### config.mk
export PLATFORM = sky130hd
export DESIGN_NAME = led_matrix_row_scanner_top
export DESIGN_NICKNAME = d
export VERILOG_FILES = /design/src/rtl/lmrs_pkg.sv /design/src/rtl/lmrs_front.sv /design/src/rtl/lmrs_queue.sv /design/src/rtl/lmrs_back.sv /design/src/rtl/led_matrix_row_scanner_top.sv
export SDC_FILE = /design/constraint.sdc
export NUM_CORES = 2
export LEC_CHECK = 0
export ABC_AREA = 1
export BUFFER_PORTS_ARGS = -buffer_cell sky130_fd_sc_hd__buf_2
export CORE_MARGIN = 2
export CORE_UTILIZATION = 64
export DETAILED_ROUTE_END_ITERATION = 6
export PLACE_DENSITY = 0.82
export SYNTH_ARGS = -nofsm -noshare
export SYNTH_HDL_FRONTEND = slang
export SYNTH_SLANG_ARGS = --single-unit
export TNS_END_PERCENT = 20
### constraint.sdc
create_clock -name clk -period 6.75 [get_ports clk]
set_input_delay 0.675 -clock clk [delete_from_list [all_inputs] [get_ports clk]]
set_output_delay 0.675 -clock clk [all_outputs]
set_load 0.01 [all_outputs]
### src/rtl/lmrs_pkg.sv
// shared types and constants for the led matrix row scanner
// no dependencies; used by the front, queue, back and top modules of the block
package lmrs_pkg;

  // command codes on the cmd port
  localparam logic [1:0] CMD_WRITE = 2'd0;
  localparam logic [1:0] CMD_REARM = 2'd1;
  localparam logic [1:0] CMD_SCAN  = 2'd2;

  // fixed geometry of the frame store (rows and bytes per half it can hold)
  localparam int STORE_ROWS   = 16;
  localparam int STORE_BYTES  = 8;
  localparam int HALF_ADDR_W  = $clog2(STORE_ROWS * STORE_BYTES);
  localparam int ROW_ADDR_W   = 5;

  // depth of the job queue between front and back
  localparam int QUEUE_DEPTH  = 2;

  typedef enum logic {
    JOB_WRITE,
    JOB_SCAN
  } job_kind_t;

  // one classified request handed from front to back
  typedef struct packed {
    job_kind_t              kind;
    logic                   half_sel;
    logic [ROW_ADDR_W-1:0]  row;
    logic [2:0]             byte_idx;
    logic [7:0]             data;
    logic                   blank_u;
    logic                   blank_l;
  } job_t;

  typedef enum logic [1:0] {
    ST_IDLE,
    ST_LOAD,
    ST_SHIFT
  } scan_state_t;

endpackage

### src/rtl/lmrs_front.sv
// front end: accepts requests, keeps the row counter and classifies jobs
// depends on lmrs_pkg
module lmrs_front #(
  parameter int ROWS_PER_HALF = 16,
  parameter int BYTES_PER_ROW = 8
) (
  input  logic              clk,
  input  logic              rst,
  input  logic              start,
  input  logic              q_full,
  input  logic [1:0]        cmd,
  input  logic              half_select,
  input  logic [3:0]        row_index,
  input  logic [2:0]        byte_index,
  input  logic [7:0]        pixel_byte,
  input  logic              blank_upper,
  input  logic              blank_lower,
  output logic              push,
  output lmrs_pkg::job_t    job
);

  localparam int RW = $clog2(ROWS_PER_HALF + 1);
  localparam logic [5:0] ROWS_LIMIT  = 6'(ROWS_PER_HALF);
  localparam logic [3:0] BYTES_LIMIT = 4'(BYTES_PER_ROW);

  logic          accept;
  logic [RW-1:0] rows_left;
  logic [RW-1:0] rows_left_next;
  logic [RW-1:0] row_dec;
  logic          write_ok;

  assign accept   = start && !q_full;
  assign row_dec  = rows_left - 1'b1;
  assign write_ok = ({2'b00, row_index} < ROWS_LIMIT) && ({1'b0, byte_index} < BYTES_LIMIT);

  // classify the request and build the job
  always_comb begin
    rows_left_next = rows_left;
    push           = 1'b0;
    job.kind       = lmrs_pkg::JOB_WRITE;
    job.half_sel   = half_select;
    job.row        = {1'b0, row_index};
    job.byte_idx   = byte_index;
    job.data       = pixel_byte;
    job.blank_u    = blank_upper;
    job.blank_l    = blank_lower;
    if (accept) begin
      unique case (cmd)
        lmrs_pkg::CMD_WRITE: begin
          push = write_ok;
        end
        lmrs_pkg::CMD_REARM: begin
          rows_left_next = RW'(ROWS_PER_HALF);
        end
        lmrs_pkg::CMD_SCAN: begin
          if (rows_left != '0) begin
            rows_left_next = row_dec;
            push           = 1'b1;
            job.kind       = lmrs_pkg::JOB_SCAN;
            job.row        = lmrs_pkg::ROW_ADDR_W'(row_dec);
          end
        end
        default: begin
        end
      endcase
    end
  end

  // row counter
  always_ff @(posedge clk) begin
    if (rst) begin
      rows_left <= '0;
    end else begin
      rows_left <= rows_left_next;
    end
  end

endmodule

### src/rtl/lmrs_queue.sv
// short job queue between front and back
// depends on lmrs_pkg
module lmrs_queue (
  input  logic           clk,
  input  logic           rst,
  input  logic           push,
  input  lmrs_pkg::job_t push_job,
  input  logic           pop,
  output logic           full,
  output logic           head_valid,
  output lmrs_pkg::job_t head_job
);

  localparam int DEPTH = lmrs_pkg::QUEUE_DEPTH;
  localparam int PW    = (DEPTH > 1) ? $clog2(DEPTH) : 1;
  localparam int CW    = $clog2(DEPTH + 1);

  lmrs_pkg::job_t entries [DEPTH];
  logic [PW-1:0]  wr_ptr;
  logic [PW-1:0]  rd_ptr;
  logic [CW-1:0]  count;
  logic           do_push;
  logic           do_pop;

  assign full       = (count == CW'(DEPTH));
  assign head_valid = (count != '0);
  assign head_job   = entries[rd_ptr];
  assign do_push    = push && !full;
  assign do_pop     = pop && head_valid;

  // pointers and fill count
  always_ff @(posedge clk) begin
    if (rst) begin
      wr_ptr <= '0;
      rd_ptr <= '0;
      count  <= '0;
    end else begin
      if (do_push) begin
        wr_ptr <= (wr_ptr == PW'(DEPTH - 1)) ? '0 : wr_ptr + 1'b1;
      end
      if (do_pop) begin
        rd_ptr <= (rd_ptr == PW'(DEPTH - 1)) ? '0 : rd_ptr + 1'b1;
      end
      if (do_push && !do_pop) begin
        count <= count + 1'b1;
      end else if (do_pop && !do_push) begin
        count <= count - 1'b1;
      end
    end
  end

  // entry storage
  always_ff @(posedge clk) begin
    if (do_push) begin
      entries[wr_ptr] <= push_job;
    end
  end

endmodule

### src/rtl/lmrs_back.sv
// back end: frame store and the row shift sequencer
// depends on lmrs_pkg
module lmrs_back #(
  parameter int BYTES_PER_ROW = 8
) (
  input  logic                              clk,
  input  logic                              rst,
  input  logic                              q_valid,
  input  lmrs_pkg::job_t                    q_job,
  output logic                              q_pop,
  output logic                              result_strobe,
  output logic                              upper_bit,
  output logic                              lower_bit,
  output logic [lmrs_pkg::ROW_ADDR_W-1:0]   row_address,
  output logic                              last_bit
);

  localparam int AW = lmrs_pkg::HALF_ADDR_W;
  localparam int NE = 1 << AW;
  localparam logic [2:0] LAST_BYTE = 3'(BYTES_PER_ROW - 1);

  lmrs_pkg::scan_state_t state;
  lmrs_pkg::scan_state_t state_next;

  logic [7:0]    mem_up [NE];
  logic [7:0]    mem_lo [NE];
  logic [NE-1:0] valid_up;
  logic [NE-1:0] valid_lo;

  lmrs_pkg::job_t job;
  logic [2:0]     byte_pos;
  logic [2:0]     bit_cnt;
  logic [2:0]     rd_byte;
  logic [AW-1:0]  rd_addr;
  logic [AW-1:0]  wr_addr;
  logic           do_write;
  logic [7:0]     rd_up;
  logic [7:0]     rd_lo;
  logic [7:0]     sh_up;
  logic [7:0]     sh_lo;
  logic [7:0]     cur_up;
  logic [7:0]     cur_lo;
  logic           row_end;

  assign row_end = (byte_pos == LAST_BYTE) && (bit_cnt == 3'd7);
  assign rd_addr = {job.row[3:0], rd_byte};
  assign wr_addr = {q_job.row[3:0], q_job.byte_idx};
  assign cur_up  = (bit_cnt == 3'd0) ? rd_up : sh_up;
  assign cur_lo  = (bit_cnt == 3'd0) ? rd_lo : sh_lo;

  // sequencer state register
  always_ff @(posedge clk) begin
    if (rst) begin
      state <= lmrs_pkg::ST_IDLE;
    end else begin
      state <= state_next;
    end
  end

  // next state, queue pop and read address
  always_comb begin
    state_next = state;
    q_pop      = 1'b0;
    do_write   = 1'b0;
    rd_byte    = byte_pos;
    unique case (state)
      lmrs_pkg::ST_IDLE: begin
        if (q_valid) begin
          q_pop = 1'b1;
          if (q_job.kind == lmrs_pkg::JOB_WRITE) begin
            do_write = 1'b1;
          end else begin
            state_next = lmrs_pkg::ST_LOAD;
          end
        end
      end
      lmrs_pkg::ST_LOAD: begin
        rd_byte    = 3'd0;
        state_next = lmrs_pkg::ST_SHIFT;
      end
      lmrs_pkg::ST_SHIFT: begin
        if (bit_cnt == 3'd7) begin
          rd_byte = byte_pos + 3'd1;
          if (byte_pos == LAST_BYTE) begin
            state_next = lmrs_pkg::ST_IDLE;
          end
        end
      end
      default: begin
        state_next = lmrs_pkg::ST_IDLE;
      end
    endcase
  end

  // frame store arrays, one per half
  always_ff @(posedge clk) begin
    if (do_write && !q_job.half_sel) begin
      mem_up[wr_addr] <= q_job.data;
    end
    if (do_write && q_job.half_sel) begin
      mem_lo[wr_addr] <= q_job.data;
    end
    rd_up <= valid_up[rd_addr] ? mem_up[rd_addr] : 8'h00;
    rd_lo <= valid_lo[rd_addr] ? mem_lo[rd_addr] : 8'h00;
  end

  // written marks, cleared by reset so the panel starts dark
  always_ff @(posedge clk) begin
    if (rst) begin
      valid_up <= '0;
      valid_lo <= '0;
    end else if (do_write) begin
      if (q_job.half_sel) begin
        valid_lo[wr_addr] <= 1'b1;
      end else begin
        valid_up[wr_addr] <= 1'b1;
      end
    end
  end

  // current scan job
  always_ff @(posedge clk) begin
    if (q_pop) begin
      job <= q_job;
    end
  end

  // byte and bit counters
  always_ff @(posedge clk) begin
    if (rst) begin
      byte_pos <= '0;
      bit_cnt  <= '0;
    end else if (state == lmrs_pkg::ST_LOAD) begin
      byte_pos <= '0;
      bit_cnt  <= '0;
    end else if (state == lmrs_pkg::ST_SHIFT) begin
      bit_cnt <= bit_cnt + 3'd1;
      if (bit_cnt == 3'd7) begin
        byte_pos <= byte_pos + 3'd1;
      end
    end
  end

  // shift registers and result payload
  always_ff @(posedge clk) begin
    if (state == lmrs_pkg::ST_SHIFT) begin
      sh_up       <= {cur_up[6:0], 1'b0};
      sh_lo       <= {cur_lo[6:0], 1'b0};
      upper_bit   <= cur_up[7] & ~job.blank_u;
      lower_bit   <= cur_lo[7] & ~job.blank_l;
      row_address <= job.row;
      last_bit    <= row_end;
    end
  end

  // result strobe
  always_ff @(posedge clk) begin
    if (rst) begin
      result_strobe <= 1'b0;
    end else begin
      result_strobe <= (state == lmrs_pkg::ST_SHIFT);
    end
  end

endmodule

### src/rtl/led_matrix_row_scanner_top.sv
// Row scan driver for a two-half LED matrix panel. Requests are taken when
// start is high and busy is low; busy only rises when the two-entry job queue
// is full. A write request is popped and stored by the back end; a rearm is
// done in the front end at once. A scan of a row in the back end takes the job
// from the queue, reads the frame store, then gives one result per cycle.
// Results come out one bit pair per cycle on result_strobe and cannot be held
// off, so the receiver must take every strobed result. A scan with the row
// counter at zero, an unused command and an out-of-range write give no
// results.
// depends on lmrs_pkg, lmrs_front, lmrs_queue, lmrs_back
module led_matrix_row_scanner_top #(
  parameter int ROWS_PER_HALF = 16,
  parameter int BYTES_PER_ROW = 8
) (
  input  logic        clk,
  input  logic        rst,
  input  logic        start,
  output logic        busy,
  input  logic [1:0]  cmd,
  input  logic        half_select,
  input  logic [3:0]  row_index,
  input  logic [2:0]  byte_index,
  input  logic [7:0]  pixel_byte,
  input  logic        blank_upper,
  input  logic        blank_lower,
  output logic        result_strobe,
  output logic        upper_bit,
  output logic        lower_bit,
  output logic [4:0]  row_address,
  output logic        last_bit
);

  logic           push;
  logic           q_full;
  logic           q_valid;
  logic           q_pop;
  lmrs_pkg::job_t push_job;
  lmrs_pkg::job_t head_job;

  assign busy = q_full;

  // request classification and row counter
  lmrs_front #(
    .ROWS_PER_HALF(ROWS_PER_HALF),
    .BYTES_PER_ROW(BYTES_PER_ROW)
  ) u_front (
    .clk        (clk),
    .rst        (rst),
    .start      (start),
    .q_full     (q_full),
    .cmd        (cmd),
    .half_select(half_select),
    .row_index  (row_index),
    .byte_index (byte_index),
    .pixel_byte (pixel_byte),
    .blank_upper(blank_upper),
    .blank_lower(blank_lower),
    .push       (push),
    .job        (push_job)
  );

  // job queue
  lmrs_queue u_queue (
    .clk       (clk),
    .rst       (rst),
    .push      (push),
    .push_job  (push_job),
    .pop       (q_pop),
    .full      (q_full),
    .head_valid(q_valid),
    .head_job  (head_job)
  );

  // frame store and shifter
  lmrs_back #(
    .BYTES_PER_ROW(BYTES_PER_ROW)
  ) u_back (
    .clk          (clk),
    .rst          (rst),
    .q_valid      (q_valid),
    .q_job        (head_job),
    .q_pop        (q_pop),
    .result_strobe(result_strobe),
    .upper_bit    (upper_bit),
    .lower_bit    (lower_bit),
    .row_address  (row_address),
    .last_bit     (last_bit)
  );

endmodule

==> results.md <==
* Worst min-delay path startpoint: blank_lower
* Worst setup SP type: flip-flop
* Wire length of the first global-routing pass at 418000 um
* Area leader, netlist: edfxtp_1
* Clock Tree Buf Depth at 3
* Fraction of the mapped netlist area in compound gates at 2.94%
* Cell Area, Synth at 104000 sq um
* Synth Area in XOR/XNOR at 0.0252%
* Setup total negative slack at 0 ns
* Via Count at 74904
* Unrepaired setup endpoints after global routing: no
* Most used cells in the layout excluding fill and tap cells: nand2_1, edfxtp_1, nand3_1
* Share of Yosys cell area claimed by the top area cell type at 61.0%
* Full die area at 166000 sq um
* Combinational family with the most area after synthesis: simple AND/OR/NAND/NOR gates
* Critical path required time at 7.23 ns
* Highest clock rate at 0.204 GHz
* CTS sink cnt at 2408
* Number of instances resized during post-cts repair at 0
* Mux share of post-synthesis cell area at 0.0192%
* Worst-Margin Slew at 1.33 ns
* Global-route congestion overflow total at 0
* Clock buffers created by TritonCTS at 228
* Number of distinct library cells after synthesis at 28
* Gate Count Post-Synth at 10399
* Cell leakage power at 0.0448 uW
* GR peak layer: met2
* Number of nets with antenna violations after routing at 0
* Maximum ir drop on the vdd rail at 0.000615 V
* Worst Setup End Kind: flip-flop
* CP max FO at 22
* Hold Path Stages at 1
* DRC errors left at 0
* Adder-cell share of the synthesized area at 0.144%
* Met3 layer usage reported by global route at 7.09%
* Core Region at 162000 sq um
* Worst hold slack after final layout at 0.0295 ns
* Setup Skew at 0.0668 ns
* Clock slew at the register clock pins of the worst setup and hold paths at 0.06 ns
* Routing usage on met1 at 42.1%
* Initial core utilization at 64.3%
* Mean instance size in the synthesized netlist at 10.0 sq um
* Reported max-cap violation count at 0
* Simple-gate area share of the yosys netlist at 21.4%
* Chip Height at 408 um
* Count of warnings emitted by yosys at 0
* Filler cell count in the final layout at 10860
* Kind of critical path: flip-flop to flip-flop
* Worst endpoint data arrival time at 5.39 ns
* Max H-tree Level at 4
* Number of primary I/O pins at 33
* Placed wire-length estimate after detailed placement at 152000 um
* Met2 Track Usage GR at 52.1%
* Post-detailed-route wirelength per cell at 22.0 um
* Vias per inst at 5.97
* Postcts setup bufs at 0
* Vias in the first global route at 73105
* Share of synthesized area occupied by flip-flops and latches at 66.6%
* Number of nets at the end of the flow at 10206
* Fraction of the cycle the final worst path needs at 72.8%
* Number of max-slew violations in the final report at 0
* Count of final hold-check violations at 0
* Most frequent standard cell in the layout excluding fill and tap cells: nand2_1
* Cells taking the most area after synthesis: edfxtp_1, nand2_1, nand3_1, inv_1, dfxtp_1
* Initial antenna violation count at 10
* Nets in the synthesized netlist at 10434
* Outcome: finished clean
* Detailed Routing Iterations Pass 1 at 7
* Gr usage total at 32.7%
* Clock latency on the worst-skew pair at 0.88 ns
* Length in cells of the worst reg-to-reg path at 11
* Worst rel slew slack at 11.1%
* Hold-fix buffers at CTS at 13
* CTS tree: done
* Area of the multi-input gates at 25700 sq um
* Standard-cell rows at 148
* Placer congestion estimate at 0.877
* First-iteration detailed-routing DRC count at 10754
* Register bit total from synthesis at 2408
* Count of port buffers added during placement at 32
* Area added between synthesis and finish at 8.94%
* Final Util at 70.0%
* Flip-flop and latch area at 69400 sq um
* Library cell used as clock root buffer: clkbuf_16
* Hold crit path type: input pin to flip-flop
* Layout cells sized above 1 at 4.93%
* Setup-violating endpoint count in the final report at 0
* Power density of the placed cells at 409 nW/um^2
* Final min period at 4.91 ns
* Floorplan die width at 408 um
* Total routed wirelength at 276000 um
* Largest net degree at the start of global routing at 212
worst max-delay path, stage by stage (launching register included):
cell	delay, ns
dfxtp_1	0.85
inv_1	0.52
or2_2	0.42
o21ai_0	0.27
inv_1	0.17
nor2_1	0.56
inv_1	0.24
nor2_1	0.28
inv_1	0.23
nor2_1	0.16
inv_1	0.08
nor2_1	0.72
cell type report:
class / instances / share of cell area [%]
timing repair buffer: 131 / 1.22
multi-input combinational: 5624 / 22.6
antenna: 7 / 0.0154
inverter: 1778 / 5.89
clock inverter: 105 / 0.948
tap: 2175 / 2.40
sequential: 2408 / 61.1
clock buffer: 329 / 5.79
flip-flops by register name (all words and copies together), names as in the netlist, 2 cells and up, named ones only:
register            cells
u_front.rows_left       5
u_back.row_address      5
u_back.sh_up            7
u_back.state            2
u_back.job              7
u_back.valid_lo       128
u_back.bit_cnt          3
u_back.mem_lo        1024
u_back.sh_lo            7
u_back.rd_up            8
u_queue.count           2
u_back.valid_up       128
u_back.mem_up        1024
u_queue.entries        40
u_back.rd_lo            8
u_back.byte_pos         3
cell usage after synthesis (all sizes together):
library cell  count
inv            1776
nand4             1
xnor2             1
a21boi            1
nand2          2657
ha               12
nand3          1945
nor3              3
a211oi            1
o211ai          114
a21oi            18
o21ai            35
clkbuf          190
edfxtp         2117
or2               6
clkinv            2
mux2i             2
xor2              2
o21a            256
a31oi             2
dfxtp           291
nor2            459
buf             399
nand3b          109
logic make-up (layout without fill, tap and decap cells):
family	after synthesis	count (layout)
simple gates	5180	5180
other cells	0	7
buf+inv	2367	2343
xor+xnor	3	3
mux	2	2
compound gates	427	427
flops	2408	2408
fa+ha+maj	12	12
final timing paths:
check / to / slack (ns)
max: u_back.mem_up[68][4]$_DFFE_PP_ / 1.84
min: u_queue.entries[1][0]$_DFFE_PP_ / 0.03
max reg2reg: u_back.mem_up[68][4]$_DFFE_PP_ / 1.84
min reg2reg: u_back.row_address[4]$_DFFE_PN_ / 0.43
where the power goes:
part / internal, uW / total [uW] / switching, uW
combinational: 3560 / 15500 / 12000
clock: 7390 / 13000 / 5570
sequential: 17800 / 17900 / 94.5
total: 28800 / 46400 / 17600
per-layer routing:
| metal | part of all wire (%) | vias to the layer above |
|---|---|---|
| li1 | - | 33478 |
| met1 | 35 | 35467 |
| met2 | 47 | 4980 |
| met3 | 12 | 971 |
| met4 | 5.9 | 8 |
| met5 | 0.023 | - |
per-stage QoR:
step | cells | cell area (sq um) | power [uW] | setup WS (ns)
floorplan | 10399 | 104000 | 27800 | 1.95
global placement | 12103 | 106000 | 32800 | 2.30
detailed placement | 12103 | 106000 | 33100 | 2.10
CTS | 12550 | 114000 | 45900 | 2.05
global route | 12550 | 114000 | 47800 | 1.65
finish | 12557 | 114000 | 46400 | 1.84
(Power assumes the default switching activity.)
